--- src/hdl/nmea_fx_pkg.sv ---
// shared types, character codes and subfield layout for the nmea field extractor
package nmea_fx_pkg;

    localparam int MAX_SENTENCE = 128;
    localparam int SENT_POS_W   = $clog2(MAX_SENTENCE + 1);

    localparam logic [7:0] CHAR_DOLLAR = 8'h24;
    localparam logic [7:0] CHAR_COMMA  = 8'h2C;
    localparam logic [7:0] CHAR_LF     = 8'h0A;

    localparam logic [2:0] HDR_LEN        = 3'd6;
    localparam logic [3:0] COUNT_SAT      = 4'd15;
    localparam logic [3:0] TEXT_COUNT_MAX = 4'd8;
    localparam logic [3:0] FINAL_FIELD    = 4'd10;

    localparam logic KIND_RMC = 1'b0;
    localparam logic KIND_GGA = 1'b1;

    localparam logic [4:0] ITEM_HOUR     = 5'd0;
    localparam logic [4:0] ITEM_MIN      = 5'd1;
    localparam logic [4:0] ITEM_SEC      = 5'd2;
    localparam logic [4:0] ITEM_STATUS   = 5'd3;
    localparam logic [4:0] ITEM_LAT_DEG  = 5'd4;
    localparam logic [4:0] ITEM_LAT_MIN  = 5'd5;
    localparam logic [4:0] ITEM_LAT_HEMI = 5'd6;
    localparam logic [4:0] ITEM_LON_DEG  = 5'd7;
    localparam logic [4:0] ITEM_LON_MIN  = 5'd8;
    localparam logic [4:0] ITEM_LON_HEMI = 5'd9;
    localparam logic [4:0] ITEM_SPEED    = 5'd10;
    localparam logic [4:0] ITEM_DAY      = 5'd11;
    localparam logic [4:0] ITEM_MONTH    = 5'd12;
    localparam logic [4:0] ITEM_YEAR     = 5'd13;
    localparam logic [4:0] ITEM_SATS     = 5'd14;
    localparam logic [4:0] ITEM_HDOP     = 5'd15;
    localparam logic [4:0] ITEM_ALT      = 5'd16;
    localparam logic [4:0] ITEM_UNIT     = 5'd17;
    localparam logic [4:0] ITEM_END      = 5'd18;

    typedef struct packed {
        logic        sentence_kind;
        logic [4:0]  item_id;
        logic [63:0] text;
        logic [3:0]  text_len;
        logic        last;
    } result_t;

    typedef struct packed {
        logic       hit;
        logic [4:0] item_id;
        logic [3:0] end_pos;
    } sub_t;

    function automatic logic [7:0] hdr_rmc_char(input logic [2:0] pos);
        logic [7:0] c;
        unique case (pos)
            3'd0:    c = 8'h24;
            3'd1:    c = 8'h47;
            3'd2:    c = 8'h50;
            3'd3:    c = 8'h52;
            3'd4:    c = 8'h4D;
            3'd5:    c = 8'h43;
            default: c = 8'h00;
        endcase
        return c;
    endfunction

    function automatic logic [7:0] hdr_gga_char(input logic [2:0] pos);
        logic [7:0] c;
        unique case (pos)
            3'd0:    c = 8'h24;
            3'd1:    c = 8'h47;
            3'd2:    c = 8'h50;
            3'd3:    c = 8'h47;
            3'd4:    c = 8'h47;
            3'd5:    c = 8'h41;
            default: c = 8'h00;
        endcase
        return c;
    endfunction

    function automatic sub_t make_sub(input logic [4:0] id, input logic [3:0] end_pos);
        sub_t s;
        s.hit     = 1'b1;
        s.item_id = id;
        s.end_pos = end_pos;
        return s;
    endfunction

    // subfield open at a given field and character position, by sentence kind
    function automatic sub_t sub_lookup(input logic kind, input logic [3:0] field,
                                        input logic [3:0] pos);
        sub_t s;
        s = '0;
        unique case (field)
            4'd1:
            begin
                if (pos < 4'd2)      s = make_sub(ITEM_HOUR, 4'd2);
                else if (pos < 4'd4) s = make_sub(ITEM_MIN, 4'd4);
                else if (pos < 4'd6) s = make_sub(ITEM_SEC, 4'd6);
            end
            4'd2:
            begin
                if (kind == KIND_RMC)
                begin
                    if (pos < 4'd1) s = make_sub(ITEM_STATUS, 4'd1);
                end
                else
                begin
                    if (pos < 4'd2)      s = make_sub(ITEM_LAT_DEG, 4'd2);
                    else if (pos < 4'd9) s = make_sub(ITEM_LAT_MIN, 4'd9);
                end
            end
            4'd3:
            begin
                if (kind == KIND_RMC)
                begin
                    if (pos < 4'd2)      s = make_sub(ITEM_LAT_DEG, 4'd2);
                    else if (pos < 4'd9) s = make_sub(ITEM_LAT_MIN, 4'd9);
                end
                else if (pos < 4'd1) s = make_sub(ITEM_LAT_HEMI, 4'd1);
            end
            4'd4:
            begin
                if (kind == KIND_RMC)
                begin
                    if (pos < 4'd1) s = make_sub(ITEM_LAT_HEMI, 4'd1);
                end
                else
                begin
                    if (pos < 4'd3)       s = make_sub(ITEM_LON_DEG, 4'd3);
                    else if (pos < 4'd10) s = make_sub(ITEM_LON_MIN, 4'd10);
                end
            end
            4'd5:
            begin
                if (kind == KIND_RMC)
                begin
                    if (pos < 4'd3)       s = make_sub(ITEM_LON_DEG, 4'd3);
                    else if (pos < 4'd10) s = make_sub(ITEM_LON_MIN, 4'd10);
                end
                else if (pos < 4'd1) s = make_sub(ITEM_LON_HEMI, 4'd1);
            end
            4'd6:
            begin
                if (kind == KIND_RMC && pos < 4'd1) s = make_sub(ITEM_LON_HEMI, 4'd1);
            end
            4'd7:
            begin
                if (kind == KIND_RMC)
                begin
                    if (pos < 4'd5) s = make_sub(ITEM_SPEED, 4'd5);
                end
                else if (pos < 4'd2) s = make_sub(ITEM_SATS, 4'd2);
            end
            4'd8:
            begin
                if (kind == KIND_GGA && pos < 4'd3) s = make_sub(ITEM_HDOP, 4'd3);
            end
            4'd9:
            begin
                if (kind == KIND_RMC)
                begin
                    if (pos < 4'd2)      s = make_sub(ITEM_DAY, 4'd2);
                    else if (pos < 4'd4) s = make_sub(ITEM_MONTH, 4'd4);
                    else if (pos < 4'd6) s = make_sub(ITEM_YEAR, 4'd6);
                end
                else if (pos < 4'd5) s = make_sub(ITEM_ALT, 4'd5);
            end
            4'd10:
            begin
                if (kind == KIND_GGA && pos < 4'd1) s = make_sub(ITEM_UNIT, 4'd1);
            end
            default:
            begin
                s = '0;
            end
        endcase
        return s;
    endfunction

endpackage

--- src/hdl/nmea_rmc_gga_field_extractor.sv ---
// top level of the nmea rmc/gga field extractor
//
// channels:
//   input: one ascii character per transfer on byte_in, with in_valid and in_stall
//   output: one extracted subfield per transfer (sentence_kind, item_id, text,
//   text_len, last), with out_valid and out_stall; text holds the first character
//   in text[7:0], last marks the final result of a sentence, item 18 is a bare end
//   marker. a '$' opens a sentence; only $GPRMC and $GPGGA headers are parsed, other
//   sentences are skipped until the next '$'
// timing:
//   a transferred character waits in the input register and is parsed into the
//   result register when it is free, and its result (if any) is shown from there.
//   one character per cycle sustained while no result is held by out_stall
// reset:
//   rst_n clears both registers' valid flags and puts the parser outside any
//   sentence, waiting for '$'
// stall:
//   while a result waits under out_stall the parser holds; in_stall is high at once
//   if the input register holds a character, otherwise that register takes one more
//   character first. in_stall falls once the result is taken
module nmea_rmc_gga_field_extractor (
    input  logic        clk,
    input  logic        rst_n,
    input  logic        in_valid,
    output logic        in_stall,
    input  logic [7:0]  byte_in,
    output logic        out_valid,
    input  logic        out_stall,
    output logic        sentence_kind,
    output logic [4:0]  item_id,
    output logic [63:0] text,
    output logic [3:0]  text_len,
    output logic        last
);

    logic                  hold_valid;
    logic [7:0]            hold_byte;
    logic                  slot_free;
    logic                  step;
    logic                  res_valid;
    nmea_fx_pkg::result_t  res;
    nmea_fx_pkg::result_t  out_res;

    // parse the held character when the result register can take its outcome
    assign step = hold_valid && slot_free;

    nmea_fx_in_reg u_in_reg (
        .clk        (clk),
        .rst_n      (rst_n),
        .in_valid   (in_valid),
        .in_stall   (in_stall),
        .byte_in    (byte_in),
        .advance    (step),
        .hold_valid (hold_valid),
        .hold_byte  (hold_byte)
    );

    nmea_fx_parser u_parser (
        .clk       (clk),
        .rst_n     (rst_n),
        .step      (step),
        .byte_in   (hold_byte),
        .res_valid (res_valid),
        .res       (res)
    );

    nmea_fx_out_reg u_out_reg (
        .clk       (clk),
        .rst_n     (rst_n),
        .step      (step),
        .res_valid (res_valid),
        .res       (res),
        .out_stall (out_stall),
        .slot_free (slot_free),
        .out_valid (out_valid),
        .out_res   (out_res)
    );

    // unpack the result register onto the payload ports
    assign sentence_kind = out_res.sentence_kind;
    assign item_id       = out_res.item_id;
    assign text          = out_res.text;
    assign text_len      = out_res.text_len;
    assign last          = out_res.last;

endmodule

--- src/hdl/nmea_fx_in_reg.sv ---
// input register stage holding one received character
module nmea_fx_in_reg (
    input  logic       clk,
    input  logic       rst_n,
    input  logic       in_valid,
    output logic       in_stall,
    input  logic [7:0] byte_in,
    input  logic       advance,
    output logic       hold_valid,
    output logic [7:0] hold_byte
);

    logic       valid_reg;
    logic       valid_next;
    logic [7:0] byte_reg;
    logic       load;

    assign in_stall = valid_reg && !advance;
    assign load     = in_valid && !in_stall;

    always_comb
    begin
        if (load)
            valid_next = 1'b1;
        else if (advance)
            valid_next = 1'b0;
        else
            valid_next = valid_reg;
    end

    always_ff @(posedge clk or negedge rst_n)
    begin
        if (!rst_n)
            valid_reg <= 1'b0;
        else
            valid_reg <= valid_next;
    end

    always_ff @(posedge clk)
    begin
        if (load)
            byte_reg <= byte_in;
    end

    assign hold_valid = valid_reg;
    assign hold_byte  = byte_reg;

endmodule

--- src/hdl/nmea_fx_parser.sv ---
// sentence state tracking and subfield capture, one character per step
module nmea_fx_parser (
    input  logic                  clk,
    input  logic                  rst_n,
    input  logic                  step,
    input  logic [7:0]            byte_in,
    output logic                  res_valid,
    output nmea_fx_pkg::result_t  res
);

    logic                              in_sentence_reg, in_sentence_next;
    logic [2:0]                        header_pos_reg, header_pos_next;
    logic [1:0]                        kind_match_reg, kind_match_next;
    logic [nmea_fx_pkg::SENT_POS_W-1:0] sentence_pos_reg, sentence_pos_next;
    logic [3:0]                        comma_count_reg, comma_count_next;
    logic [3:0]                        field_pos_reg, field_pos_next;
    logic [63:0]                       text_buffer_reg, text_buffer_next;
    logic [3:0]                        text_count_reg, text_count_next;

    logic                kind;
    nmea_fx_pkg::sub_t   sub;
    logic [3:0]          cc_inc;
    logic [3:0]          fp_inc;
    logic [3:0]          cnt_cap;
    logic [63:0]         buf_cap;
    logic [1:0]          km_new;
    logic                ends;
    logic                at_limit;

    assign kind     = kind_match_reg[0] ? nmea_fx_pkg::KIND_RMC : nmea_fx_pkg::KIND_GGA;
    assign sub      = nmea_fx_pkg::sub_lookup(kind, comma_count_reg, field_pos_reg);
    assign cc_inc   = (comma_count_reg == nmea_fx_pkg::COUNT_SAT) ?
                      comma_count_reg : comma_count_reg + 4'd1;
    assign fp_inc   = (field_pos_reg == nmea_fx_pkg::COUNT_SAT) ?
                      field_pos_reg : field_pos_reg + 4'd1;
    assign cnt_cap  = (text_count_reg == nmea_fx_pkg::TEXT_COUNT_MAX) ?
                      text_count_reg : text_count_reg + 4'd1;
    assign km_new   = kind_match_reg &
                      {nmea_fx_pkg::hdr_gga_char(header_pos_reg) == byte_in,
                       nmea_fx_pkg::hdr_rmc_char(header_pos_reg) == byte_in};
    assign at_limit = sentence_pos_reg >=
                      nmea_fx_pkg::SENT_POS_W'(nmea_fx_pkg::MAX_SENTENCE);

    // drop the character into the next free byte lane
    always_comb
    begin
        buf_cap = text_buffer_reg;
        buf_cap[{text_count_reg[2:0], 3'b000} +: 8] =
            text_buffer_reg[{text_count_reg[2:0], 3'b000} +: 8] | byte_in;
    end

    always_comb
    begin
        in_sentence_next  = in_sentence_reg;
        header_pos_next   = header_pos_reg;
        kind_match_next   = kind_match_reg;
        sentence_pos_next = sentence_pos_reg;
        comma_count_next  = comma_count_reg;
        field_pos_next    = field_pos_reg;
        text_buffer_next  = text_buffer_reg;
        text_count_next   = text_count_reg;
        res_valid         = 1'b0;
        res               = '0;
        res.sentence_kind = kind;
        ends              = 1'b0;

        if (byte_in == nmea_fx_pkg::CHAR_DOLLAR)
        begin
            in_sentence_next  = 1'b1;
            header_pos_next   = 3'd1;
            kind_match_next   = 2'b11;
            sentence_pos_next = nmea_fx_pkg::SENT_POS_W'(1);
            comma_count_next  = 4'd0;
            field_pos_next    = 4'd0;
            text_buffer_next  = '0;
            text_count_next   = 4'd0;
        end
        else if (in_sentence_reg)
        begin
            if (header_pos_reg < nmea_fx_pkg::HDR_LEN)
            begin
                kind_match_next   = km_new;
                header_pos_next   = header_pos_reg + 3'd1;
                sentence_pos_next = sentence_pos_reg + nmea_fx_pkg::SENT_POS_W'(1);
                if (km_new == 2'b00)
                    in_sentence_next = 1'b0;
            end
            else if (at_limit || byte_in == nmea_fx_pkg::CHAR_LF)
            begin
                res_valid = 1'b1;
                res.last  = 1'b1;
                if (sub.hit)
                begin
                    res.item_id  = sub.item_id;
                    res.text     = text_buffer_reg;
                    res.text_len = text_count_reg;
                end
                else
                begin
                    res.item_id = nmea_fx_pkg::ITEM_END;
                end
                in_sentence_next = 1'b0;
                text_buffer_next = '0;
                text_count_next  = 4'd0;
            end
            else
            begin
                sentence_pos_next = sentence_pos_reg + nmea_fx_pkg::SENT_POS_W'(1);
                if (byte_in == nmea_fx_pkg::CHAR_COMMA)
                begin
                    comma_count_next = cc_inc;
                    ends = (cc_inc > nmea_fx_pkg::FINAL_FIELD) ||
                           (cc_inc == nmea_fx_pkg::FINAL_FIELD && kind == nmea_fx_pkg::KIND_RMC);
                    res.last = ends;
                    if (sub.hit)
                    begin
                        res_valid    = 1'b1;
                        res.item_id  = sub.item_id;
                        res.text     = text_buffer_reg;
                        res.text_len = text_count_reg;
                    end
                    else if (ends)
                    begin
                        res_valid   = 1'b1;
                        res.item_id = nmea_fx_pkg::ITEM_END;
                    end
                    field_pos_next   = 4'd0;
                    text_buffer_next = '0;
                    text_count_next  = 4'd0;
                    if (ends)
                        in_sentence_next = 1'b0;
                end
                else
                begin
                    field_pos_next = fp_inc;
                    if (sub.hit)
                    begin
                        text_buffer_next = buf_cap;
                        text_count_next  = cnt_cap;
                        if (fp_inc == sub.end_pos)
                        begin
                            // gga altitude unit closes the sentence when filled
                            ends = (kind == nmea_fx_pkg::KIND_GGA) &&
                                   (comma_count_reg == nmea_fx_pkg::FINAL_FIELD);
                            res_valid        = 1'b1;
                            res.item_id      = sub.item_id;
                            res.text         = buf_cap;
                            res.text_len     = cnt_cap;
                            res.last         = ends;
                            text_buffer_next = '0;
                            text_count_next  = 4'd0;
                            if (ends)
                                in_sentence_next = 1'b0;
                        end
                    end
                end
            end
        end
    end

    always_ff @(posedge clk or negedge rst_n)
    begin
        if (!rst_n)
        begin
            in_sentence_reg  <= 1'b0;
            header_pos_reg   <= 3'd0;
            kind_match_reg   <= 2'b11;
            sentence_pos_reg <= '0;
            comma_count_reg  <= 4'd0;
            field_pos_reg    <= 4'd0;
            text_buffer_reg  <= '0;
            text_count_reg   <= 4'd0;
        end
        else if (step)
        begin
            in_sentence_reg  <= in_sentence_next;
            header_pos_reg   <= header_pos_next;
            kind_match_reg   <= kind_match_next;
            sentence_pos_reg <= sentence_pos_next;
            comma_count_reg  <= comma_count_next;
            field_pos_reg    <= field_pos_next;
            text_buffer_reg  <= text_buffer_next;
            text_count_reg   <= text_count_next;
        end
    end

    // results only come from a sentence whose header has been matched
    a_res_in_body: assert property (@(posedge clk) disable iff (!rst_n)
        step && res_valid |-> in_sentence_reg && header_pos_reg == nmea_fx_pkg::HDR_LEN)
        else $error("result outside a matched sentence body");

    // the final result of a sentence closes it
    a_last_closes: assert property (@(posedge clk) disable iff (!rst_n)
        step && res_valid && res.last && byte_in != nmea_fx_pkg::CHAR_DOLLAR
        |=> !in_sentence_reg)
        else $error("sentence still open after its final result");

    // the end marker carries no text and is always final
    a_end_item: assert property (@(posedge clk) disable iff (!rst_n)
        res_valid && res.item_id == nmea_fx_pkg::ITEM_END
        |-> res.last && res.text_len == 4'd0 && res.text == 64'd0)
        else $error("malformed end-of-sentence result");

    // no subfield buffers more than eight characters
    a_text_bound: assert property (@(posedge clk) disable iff (!rst_n)
        text_count_reg <= nmea_fx_pkg::TEXT_COUNT_MAX)
        else $error("text count beyond buffer size");

endmodule

--- src/hdl/nmea_fx_out_reg.sv ---
// result register with valid and stall toward the consumer
module nmea_fx_out_reg (
    input  logic                  clk,
    input  logic                  rst_n,
    input  logic                  step,
    input  logic                  res_valid,
    input  nmea_fx_pkg::result_t  res,
    input  logic                  out_stall,
    output logic                  slot_free,
    output logic                  out_valid,
    output nmea_fx_pkg::result_t  out_res
);

    logic                  valid_reg;
    logic                  valid_next;
    nmea_fx_pkg::result_t  res_reg;
    logic                  load;

    assign slot_free  = !valid_reg || !out_stall;
    assign load       = slot_free && step && res_valid;
    assign valid_next = slot_free ? (step && res_valid) : valid_reg;

    always_ff @(posedge clk or negedge rst_n)
    begin
        if (!rst_n)
            valid_reg <= 1'b0;
        else
            valid_reg <= valid_next;
    end

    always_ff @(posedge clk)
    begin
        if (load)
            res_reg <= res;
    end

    assign out_valid = valid_reg;
    assign out_res   = res_reg;

endmodule
--- config.mk ---
export PLATFORM = sky130hd
export DESIGN_NAME = nmea_rmc_gga_field_extractor
export DESIGN_NICKNAME = d
export VERILOG_FILES = /design/src/hdl/nmea_fx_pkg.sv /design/src/hdl/nmea_rmc_gga_field_extractor.sv /design/src/hdl/nmea_fx_in_reg.sv /design/src/hdl/nmea_fx_parser.sv /design/src/hdl/nmea_fx_out_reg.sv
export SDC_FILE = /design/constraint.sdc
export NUM_CORES = 1
export LEC_CHECK = 0
export BUFFER_PORTS_ARGS = -buffer_cell sky130_fd_sc_hd__clkbuf_2
export CAP_MARGIN = 20
export CORE_ASPECT_RATIO = 1.5
export CORE_MARGIN = 2
export CORE_UTILIZATION = 54
export CTS_CLUSTER_SIZE = 14
export DETAILED_ROUTE_END_ITERATION = 6
export PLACE_DENSITY = 0.74
export SYNTH_ARGS = -nofsm -noshare
export SYNTH_HDL_FRONTEND = slang
export SYNTH_HIERARCHICAL = 1
export SYNTH_SLANG_ARGS = --single-unit
--- constraint.sdc ---
create_clock -name clk -period 12.08 [get_ports clk]
set_input_delay 1.208 -clock clk [delete_from_list [all_inputs] [get_ports clk]]
set_output_delay 1.208 -clock clk [all_outputs]
set_load 0.03 [all_outputs]
==> results of run 1 <==
-- final timing paths --
kind	from	to	slack (ps)	cells past startpoint
worst max-delay path	u_parser/field_pos_reg[1]$_DFFE_PN0P_	u_out_reg/out_res[65]$_DFFE_PP_	7480	11
worst min-delay path	u_parser/text_buffer_reg[39]$_DFFE_PN0P_	u_parser/text_buffer_reg[39]$_DFFE_PN0P_	530	1
worst max register to register	u_parser/field_pos_reg[1]$_DFFE_PN0P_	u_out_reg/out_res[65]$_DFFE_PP_	7480	11
worst min register to register	u_parser/text_buffer_reg[39]$_DFFE_PN0P_	u_parser/text_buffer_reg[39]$_DFFE_PN0P_	530	1
max in group asynchronous	rst_n	u_parser/text_buffer_reg[16]$_DFFE_PN0P_	10170	2
min in group asynchronous	rst_n	u_parser/sentence_pos_reg[2]$_DFFE_PN0P_	650	1
-- synth_stat cells (7+ instances only) --
library cell / number
nand2b_1: 15
a22oi_1: 9
nand3b_1: 10
and3_1: 8
clkbuf_1: 33
mux4_2: 16
o21ai_0: 25
ha_1: 17
and2_1: 7
a31oi_1: 10
o21ai_2: 7
dfrtp_1: 90
nor3_1: 10
buf_2: 27
nand2_1: 50
inv_1: 25
o31ai_1: 7
nor2_1: 87
edfxtp_1: 83
nand3_1: 21
a21oi_1: 16
a32oi_1: 49
a22o_1: 73
-- stage by stage --
step	std cells	utilization [%]
after detailed placement	1067	58.51
after floorplan	822	-
final	1100	62.10
after CTS	1099	62.05
after global routing	1100	62.10
after global placement	1066	58.46
-- cells in the final DEF, fill, tap and decap left out, types with 21 or more instances in the layout --
cell type	netlist	final
o21ai_0	25	25
nor2_1	87	87
a32oi_1	49	49
clkbuf_2	0	87
a22o_1	73	73
nand3_1	21	21
dfrtp_1	90	90
edfxtp_1	83	83
inv_1	25	25
nand2_1	50	50
-- cell families (layout without fill, tap and decap cells) --
group	after synthesis	after routing	synth area share, %
AOI/OAI and AO/OA	245	245	21.55
muxes	24	24	4.748
DFF	175	175	51.42
xor gates and xnor gates	12	12	1.127
adders and majority gates	17	17	2.280
and+or+nand+nor	261	261	14.81
buffers and inverters	88	156	4.064
-- cell type report --
cell class / count / area [µm²]
clock buffer: 18 / 429.2
clock inverter: 14 / 167.7
fill: 1342 / 6381
inverter: 25 / 93.84
multi-input combinational: 559 / 4179
sequential: 175 / 4797
tap: 210 / 262.8
timing repair buffer: 99 / 525.5
-- worst reg2reg max path: stages (launching register included) --
cell and delay, ps:
dfrtp_1 500, inv_1 160, ha_1 250, nand2b_1 140, a2111oi_2 580, nor3_1 130
a211oi_1 330, nand4b_4 450, nor3_4 900, buf_4 450, and3_1 400, a22o_1 190
-- metal layers --
layer	routed length, µm	vias to the layer above	GRT usage (%)
li1	-	3300	-
met1	9300	3757	33.21
met2	13340	460	49.94
met3	1759	91	4.440
met4	1429	0	15.66
met5	0	-	0
-- power by group --
| group | leakage, nW | switching [W] | internal [W] | total, W |
|---|---|---|---|---|
| clock | 0.289 | 0.000265 | 0.000279 | 0.000544 |
| combinational | 1.78 | 0.0000723 | 0.0000277 | 0.0000999 |
| sequential | 2.20 | 0.0000138 | 0.000628 | 0.000641 |
| total | 4.27 | 0.000351 | 0.000934 | 0.00129 |
==> run metrics, run 1 <==
Ant. Diodes 0; Layout area overhead 12.07%; clock sink count 175; Critical Path Start Type flip-flop; Top FF cell, synth dfrtp_1; initial drt markers slightly above 700; syn avg cell area between 10 and 15 µm²; Setup TNS Final 0 ps; post-synthesis instance area between 9000 and 10000 µm²; crit share post-route 38.07%; CP top delay family simple AND/OR/NAND/NOR gates; gr usage total 28.33%; asr flop ratio synth 52.57%; CP cell instances inv_1 > ha_1 > nand2b_1 > a2111oi_2 > nor3_1 > a211oi_1 > nand4b_4 > nor3_4 > buf_4 > and3_1 > a22o_1; first-pass GRT wire length 40.57 mm; worst path required time 12370 ps; failing checks design-rule violations; maximum clock path buffer count 2; hold buffer count at cts 0; via/cell ratio a little under 7; Synth area leaders edfxtp_1, dfrtp_1, a22o_1; Avg WL per Cell around 23 µm; Rows 58; Die H 165.0 µm; Least-Margin Pin Slew 1061 ps; Worst VDD drop 0.1011 mV; Max Cap Violations 0; CP Capture Type flip-flop; DRT antenna net count 0; slowest CP cell nor3_4; Clock Skews 12.03 ps; Synthesized Nets between 800 and 900; pin count of the biggest net entering global routing 76; Die Width ~110 µm; full die area 18370 µm²; Design Area, Final 10460 µm²; Final GP Congestion 0.9357; share of layout cells above drive strength 1 20.11%; Yosys cell types 78; placed inst area 9851 µm²; max reg flops 75; crit path max fanout 28; relative slew slack 29.26%; CTS clk-pin slew, worst paths 70 ps; CTS buffer count 17; Initial Utilization 55.41%; number of synthesized flops with an enable pin 83; Setup Viol. Count Final 0; # port buffers just under 90; Hold Violations, Final 0; Hold WC Path Type reg2reg; total power 0.001285 W; vias in the first global route approximately 7500; Final WS setup 7481 ps; fin. max-slew vios 0; #FFs+latches synth roughly 180; Boundary Pins slightly below 90; CTS resizes 0; worst path buffer plus inverter count 2; post-synth top area share 26.72%; Nets around 910; post-layout min period around 4600 ps; global route overflow 0; drt pass-1 iters 7; yosys warns 6; Detailed Place HPWL about 18 mm; clk root buf clkbuf_16; critical setup path kind reg2reg; initial antenna violation count 0; Hold WS 531.2 ps; maximum clock frequency 0.2174 GHz; Worst-Skew Late Latency between 400 and 500 ps; Synth Instances 822; largest area contributor in the netlist edfxtp_1; Max stage delay on crit path 890 ps; Leak between 4 and 5 nW; power per cell area 122.9 nW/µm²; TritonCTS clock tree done; Seq/Total Area, Yosys 51.42%; Core Box Area ~17000 µm²; residual DRC count 5; RSZ-0062 raised after global routing false; Arrival @ worst endpoint 4890 ps; Setup Buffers After CTS 0; detailed-route via count 7608; outcome complete, but fails checks; WL final 25.83 mm; H-tree levels 4; pre-CTS setup slack approximately 7600 ps
(Power assumes the default switching activity.)
==> inputs of run 2 (changes only) <==
==> constraint.sdc (replaced) <==
create_clock -name clk -period 4.43 [get_ports clk]
set_input_delay 0.443 -clock clk [delete_from_list [all_inputs] [get_ports clk]]
set_output_delay 0.443 -clock clk [all_outputs]
set_load 0.03 [all_outputs]
==> run 2 against run 1 <==
Effect of this change:
- combinational power rose to 2.8 times the previous value
- largest cell class unchanged
- sequential cell count unchanged
- via count down 1.6%
- largest power group unchanged
- cell area up 0.71%
- clock power rose to 2.9 times the previous value
- clock skew down 5.0 ps
- the run still ends with design-rule violations left
==> run metrics, run 2 (synthesis results as in run 1) <==
R2R setup slack 510 ps; RSZ-0062 raised after global routing false; CTS clk-pin slew, worst paths ~70 ps; critical setup path kind reg2reg; Worst R2R End u_out_reg/out_res[4]$_DFFE_PP_; pin count of the biggest net entering global routing 76; fin. max-slew vios 0; relative slew slack 33.16%; reg-to-reg startpoint u_parser/field_pos_reg[1]$_DFFE_PN0P_; Max stage delay on crit path 490 ps; crit share post-route between 80% and 90%; Ant. Diodes 0; first-pass GRT wire length 40.66 mm; TritonCTS clock tree done; termination of the worst setup path u_out_reg/out_res[4]$_DFFE_PP_; maximum clock path buffer count 2; CP cell instances ha_1 > nor3_1 > and4b_1 > o21a_1 > a211oi_1 > nand4b_4 > a21oi_1 > nand2_1 > inv_1 > nand2_1 > a21oi_4 > buf_12; Core Box Area ~17000 µm²; Die H 165.0 µm; worst path required time 4510 ps; Worst-Skew Late Latency 430 ps; Reg2Reg Depth 12; post-layout min period 3925 ps; Switching Share 26.12%; WL final 25.54 mm; DRT antenna net count 0; Setup crit start u_parser/field_pos_reg[1]$_DFFE_PN0P_; power per cell area between 300 and 400 nW/µm²; residual DRC count 1; Comb pwr share 7.7%; Max Cap Violations 0; Layout area overhead 12.86%; crit path max fanout 75; clock sink count 175; CP most frequent cell nand2_1; placed inst area 9908 µm²; Detailed Place HPWL 18.19 mm; via/cell ratio 6.776; Initial Utilization 55.41%; Least-Margin Pin Slew 999.5 ps; # port buffers between 80 and 90; failing checks design-rule violations; Setup Viol. Count Final 0; share of layout cells above drive strength 1 20.67%; CTS buffer count 17; worst path buffer plus inverter count 2; Leak roughly 4.3 nW; slowest CP cell dfrtp_1; Arrival @ worst endpoint 4010 ps; detailed-route via count 7487; Setup TNS Final 0 ps; Worst VDD drop around 0.23 mV; hold buffer count at cts 0; Setup Buffers After CTS 0; CP top delay family simple AND/OR/NAND/NOR gates; max reg flops 75; global route overflow 0; Design Area, Final approximately 11000 µm²; full die area 18370 µm²; most frequent cells in the layout dfrtp_1, clkbuf_2, nor2_1, edfxtp_1, a22o_1; vias in the first global route around 7500; clk root buf clkbuf_16; CP Capture Type flip-flop; Hold WC Path Type in2async; outcome complete, but fails checks; Final GP Congestion 0.9795; Critical Path Start Type flip-flop; drt pass-1 iters 7; initial antenna violation count 0; gr usage total 28.43%; Worst path depth 12; initial drt markers between 600 and 700; Pint 0.002655 W; Rows 58; Avg WL per Cell around 23 µm; Clk pwr share a little over two fifths; CTS resizes 0; Die Width approximately 110 µm; H-tree levels 4; Clock Skews 7.062 ps; sequential power share 48.6%; Boundary Pins 89; Hold Violations, Final 0; Nets 911; Switch Pwr 0.0009385 W; most common cell after layout, fill and taps aside dfrtp_1; maximum clock frequency roughly 0.25 GHz
==> run 2: changes by cell type in the layout (fill, tap and decap cells not counted) <==
cell,delta
clkinvlp_4,+3
clkinv_4,-3
clkbuf_1,-1
buf_12,+1
inv_6,+1
clkinv_8,-3
inv_8,+1
buf_4,+4
bufinv_16,+2
==> run 2: per-stage QoR <==
step                cells  setup WS, ps  util (%)  power (W)  hold WS [ps]
finish               1105         505.4     62.54   0.003593         121.4
global route         1105         264.3     62.54   0.003703         171.6
CTS                  1105         585.7     62.54   0.003603         155.5
detailed placement   1073         611.0     58.85   0.002053         492.9
global placement     1073         701.9     58.85   0.002047         491.8
floorplan             822         121.2         -   0.001961         147.4
==> run 2: routing by layer <==
layer | vias to the layer above | GRT usage [%] | share of wire, %
met5 | - | 0 | 0
met4 | 0 | 15.60 | 5.7
met3 | 106 | 5.174 | 7.1
met2 | 439 | 51.16 | 53
met1 | 3633 | 31.98 | 35
li1 | 3309 | - | -
==> run 2: cell type report <==
type / count / area, µm²
flip-flops and latches: 175 / 4797
clock buffers: 17 / 425.4
fillers: 1355 / 6307
multi-input cells: 559 / 4179
clock inverters: 15 / 195.2
repair buffers: 104 / 575.6
well taps: 210 / 262.8
inverters: 25 / 93.84
==> run 2: how the worst min path moves through the flow <==
stage | from | endpoint | slack [ps] | depth (start not counted)
6_report | rst_n | u_parser/sentence_pos_reg[5]$_DFFE_PN0P_ | 120 | 1
5_1_grt | byte_in[6] | u_in_reg/hold_byte[6]$_DFFE_PP_ | 170 | 1
4_1_cts | rst_n | u_parser/sentence_pos_reg[6]$_DFFE_PN0P_ | 160 | 1
2_1_floorplan | rst_n | u_in_reg/hold_valid$_DFFE_PN0P_ | 150 | 0
3_5_place_dp | u_parser/kind_match_reg[1]$_DFFE_PN1P_ | u_parser/kind_match_reg[1]$_DFFE_PN1P_ | 490 | 2
3_3_place_gp | u_parser/kind_match_reg[1]$_DFFE_PN1P_ | u_parser/kind_match_reg[1]$_DFFE_PN1P_ | 490 | 2
==> run 2: power groups by stage <==
stage	Clock (W)	Combinational [W]	Sequential, W
6_report	0.00157	0.000277	0.00175
5_1_grt	0.00165	0.000302	0.00175
4_1_cts	0.00158	0.000275	0.00175
3_5_place_dp	0	0.000273	0.00178
3_3_place_gp	0	0.000268	0.00178
2_1_floorplan	0	0.000202	0.00176
